File: src/rtl/core/mpq_pkg.sv
// mpq_pkg: shared types and constants for the min priority queue
// entry, item and result structs, state and code enums; no dependencies
`timescale 1ns / 1ps

package mpq_pkg;

    localparam int DEF_CAPACITY = 64;
    localparam int COUNT_W      = 7;
    localparam int KEY_W        = 32;
    localparam int ARRIVAL_W    = 16;
    localparam int TAG_W        = 16;

    typedef enum logic [0:0] {
        ACT_INSERT = 1'b0,
        ACT_REMOVE = 1'b1
    } action_t;

    typedef enum logic [1:0] {
        STAT_INSERTED = 2'd0,
        STAT_REMOVED  = 2'd1,
        STAT_EMPTY    = 2'd2,
        STAT_FULL     = 2'd3
    } status_t;

    // field order makes a plain unsigned compare give the ranking
    typedef struct packed {
        logic [KEY_W-1:0]     key;
        logic [ARRIVAL_W-1:0] arrival;
        logic [TAG_W-1:0]     tag;
    } entry_t;

    typedef struct packed {
        action_t              action;
        logic [KEY_W-1:0]     key;
        logic [ARRIVAL_W-1:0] arrival;
        logic [TAG_W-1:0]     tag;
    } in_t;

    typedef struct packed {
        status_t              status;
        logic [KEY_W-1:0]     out_key;
        logic [ARRIVAL_W-1:0] out_arrival;
        logic [TAG_W-1:0]     out_tag;
        logic [COUNT_W-1:0]   count;
    } out_t;

    typedef enum logic [2:0] {
        S_IDLE,
        S_UP_CHECK,
        S_UP_CMP,
        S_RM_LOAD,
        S_DN_READ,
        S_DN_CHILD,
        S_DN_MOVE,
        S_DONE
    } state_t;

endpackage

File: src/rtl/core/mpq_cmp.sv
// mpq_cmp: shared ranking comparator, key then arrival then tag
// depends on mpq_pkg for entry_t
`timescale 1ns / 1ps

module mpq_cmp
    import mpq_pkg::*;
(
    input  entry_t a,
    input  entry_t b,
    output logic   a_first
);

    // strict order; identical entries do not rank before each other
    assign a_first = (a < b);

endmodule

File: config.mk
export PLATFORM = sky130hd
export DESIGN_NAME = mpq_cmp
export DESIGN_NICKNAME = d
export VERILOG_FILES = /design/src/rtl/core/mpq_pkg.sv /design/src/rtl/core/mpq_cmp.sv
export SDC_FILE = /design/constraint.sdc
export NUM_CORES = 1
export LEC_CHECK = 0
export ABC_AREA = 1
export BUFFER_PORTS_ARGS = -buffer_cell sky130_fd_sc_hd__buf_2
export CORE_ASPECT_RATIO = 0.5
export CORE_UTILIZATION = 42
export DETAILED_ROUTE_END_ITERATION = 6
export PLACE_DENSITY_LB_ADDON = 0.05
export SYNTH_ARGS = -nofsm -noshare
export SYNTH_HDL_FRONTEND = slang
export SYNTH_SLANG_ARGS = --single-unit
File: constraint.sdc
create_clock -name vclk -period 1
set_input_delay 0 -clock vclk [all_inputs]
set_output_delay 0 -clock vclk [all_outputs]
set_load 0.005 [all_outputs]
**After elaboration in Yosys (flattened, before gate mapping)**

Cells that the tools add are included.

- Register bits after elaboration: 0
- Input port bits: 128
- Output and inout bits: 1
- Word-level logic and storage cells: 1

- $lt $le $gt $ge: 1

Operators by type and width:

| kind | count |
|---|---|
| $lt 64x64->1 | 1 |

**Logic depth before layout (Yosys ltp)**

- Depth after elaboration: 1
- Gate-level depth with buffers: 13
- Depth with buffers taken out: 13

**Least setup slack after synthesis**

No wires, ideal clock.

- Kind: input to output
- From: in b[63] (netlist bit)
- To: out a_first
- Data arrival time: 914 ps
- Setup slack: 86 ps
- Stages: 11
- Buffers on the path: 0
- Path through: inv_1 ha_1 nand2_1 inv_1 nand3_2 inv_2 nand2_1 o211ai_1 a21oi_1 nand2_1 a21oi_2

- Longest elaborated chain between the ends: 1

RTL lines:

| item | line | source |
|---|---|---|
| start: declaration | mpq_cmp.sv:9 | `input entry_t b,` |
| $lt 64x64->1 | mpq_cmp.sv:14 | `assign a_first = (a < b);` |
| end: declaration | mpq_cmp.sv:10 | `output logic a_first` |

Every way passes these cells.

**Final worst setup path**

- From: in a[62] (netlist bit)
- To: out a_first

- Longest elaborated chain between the ends: 1

RTL lines:

| item | line | source |
|---|---|---|
| start: declaration | mpq_cmp.sv:8 | `input entry_t a,` |
| $lt 64x64->1 | mpq_cmp.sv:14 |  |

Every way passes these cells.

==> qor.txt <==
Fmax = 0.828 GHz
Worst path most repeated cell = nand2_1
Normalized max-slew margin = 85.0%
WHS = 599 ps
Die area = 4220 um^2
Synth warn = 0
Clock buffers = 0
Gpl congestion = 0.693
Drt wl/cell = 9.21 um
I/O Buffers = 129
Worst Path Buf+Inv = 4
Compound-cell area share of the yosys netlist = 14.8%
Synthesized cell area = 1660 um^2
Failing checks = setup timing
Pre-CTS setup slack = -250 ps
Crit-path max cell delay = 290 ps
I/O pins = 129
Power Density = 362 nW/um^2
Post-Synth Adder-Cell Area = 47.5%
Final WS setup = -208 ps
Synth cell types = 18
Max cap viols = 0
Worst EP arrival = 1210 ps
Initial antenna violation count = 0
Largest delay share family, worst path = buffers and inverters
Row cnt = 15
Routed Antenna Nets = 0
Pin count of the biggest net entering global routing = 4
Commonest non-fill, non-tap cell in the layout = buf_2
Drc violations = 0
Worst-margin pin slew = 223 ps
Postcts setup bufs = 0
Fin crit share = 121%
Final setup violation count = 1
Critical-path top delay cell = ha_1
Initial DRC Count = 11
VDD IR max = 0.000192 V
Starting density of the core = 46.0%
Status = finished with violations
Seq_cells = 0
Final wirelength = 4.08 mm
Vias in the first global route = 1779
Via count = 2009
Fin. max-slew vios = 0
RSZ-0062 raised after global routing = yes
Multiplexer area fraction after synthesis = 0%
Final Critical Period = 1210 ps
Crit-path max FO = 2
Final HPWL DP = 3.78 mm
Hold buffers post-CTS = 0
Synth Area in Simple Gates = 20.7%
Die Wd = 90.9 um
Core Area = 3600 um^2
First-pass GRT wire length = 6.48 mm
Total track usage = 18.2%
HP Class = in2out
Register area = 0 um^2
Fin. Hold Viols = 0
Die Height = 46.4 um
Largest family of logic cells by synthesized area = adder cells
Xor-xnor portion of the synthesized cell area = 0%
Crit start category = primary input
Nets = 585
Area grow syn2layout = 50.6%
Post-Synthesis Cells = 262
Power Total = 0.000904 W
Grt ovf = 0
Antenna Cells = 0
Layout cell share with drive strength beyond 1 = 40.6%
Worst path cell trace = buf_2 -> ha_1 -> nand2_1 -> inv_1 -> nand3_2 -> inv_2 -> nand2_1 -> o211ai_1 -> a21oi_1 -> nand2_1 -> a21oi_2 -> buf_2
Syn_area_per_cell = 6.33 um^2
Vias per inst = 4.53
Syn nets = 453
TritonRoute pass-1 iters = 4
Pleak = 1.64 nW
CP endpoint kind = output port
WS Path Type = in2out
Required time worst endpoint = 1000 ps
Most frequent cells in the layout = buf_2 (129), inv_1 (71), ha_1 (57)
Seq/Total Area, Yosys = 0%
-- per-stage QoR --
stage               instances  util [%]  TNS [ps]  instance area [um^2]
detailed placement        443      65.9      -250                  2370
finish                    443      69.3      -208                  2500
global placement          443      65.9      -218                  2370
global route              443      69.3      -304                  2500
CTS                       443      67.2      -189                  2420
floorplan                 262         -         0                  1660
-- area by class of cell --
cell class                 instances  area (um^2)
timing repair buffer             130          653
fill                             327         1110
inverter                          75          282
multi-input combinational        187         1500
tap                               51         63.8
-- cells by family after synthesis --
| kind of cell | count (synthesis) |
|---|---|
| AND/OR/NAND/NOR | 80 |
| buffers and inverters | 75 |
| adder cells (fa/ha/maj) | 63 |
| AO/OA/AOI/OAI | 44 |
-- layer usage --
layer	vias up	part of all wire (%)	track usage [%]
met5	-	0	0
met4	0	0.29	0.635
met3	2	7.0	2.15
met2	66	52	41.2
met1	843	41	19.8
li1	1098	-	-
-- worst paths after layout --
| kind | from | endpoint | cells past startpoint |
|---|---|---|---|
| setup / recovery | a[62] | a_first | 12 |
| hold / removal | a[55] | a_first | 8 |
-- worst min-delay path, stage by stage --
cell,delay (ps)
buf_2,80
ha_1,130
nor2_1,40
nand3_1,70
a21oi_1,60
nand2_1,60
a21oi_2,30
buf_2,120
-- cell usage after synthesis --
master	number	area share [%]
a21o_1	1	0.45
a21oi_1	28	8.5
a21oi_2	4	2.1
clkinv_1	1	0.23
ha_1	63	48
inv_1	73	17
inv_2	1	0.23
nand2_1	51	12
nand3_1	4	1.2
nand3_2	1	0.60
nand4_1	4	1.5
nor2_1	15	3.4
nor3_1	2	0.60
nor3_2	3	1.8
o211ai_1	1	0.45
o21a_1	2	0.91
o21ai_0	6	1.8
o21ai_1	2	0.60
-- power breakdown --
part	switching (W)	internal, W
clock	0	0
sequential	0	0
combinational	0.000428	0.000476
total	0.000428	0.000476
-- repair_timing --
| action | 4_1_cts | 5_1_grt |
|---|---|---|
| endpoints found under the setup margin | 1 | 1 |
| gates resized for setup | 9 | 15 |
| pin swaps | 7 | 5 |
No activity file was read; power rests on OpenSTA's default activity.
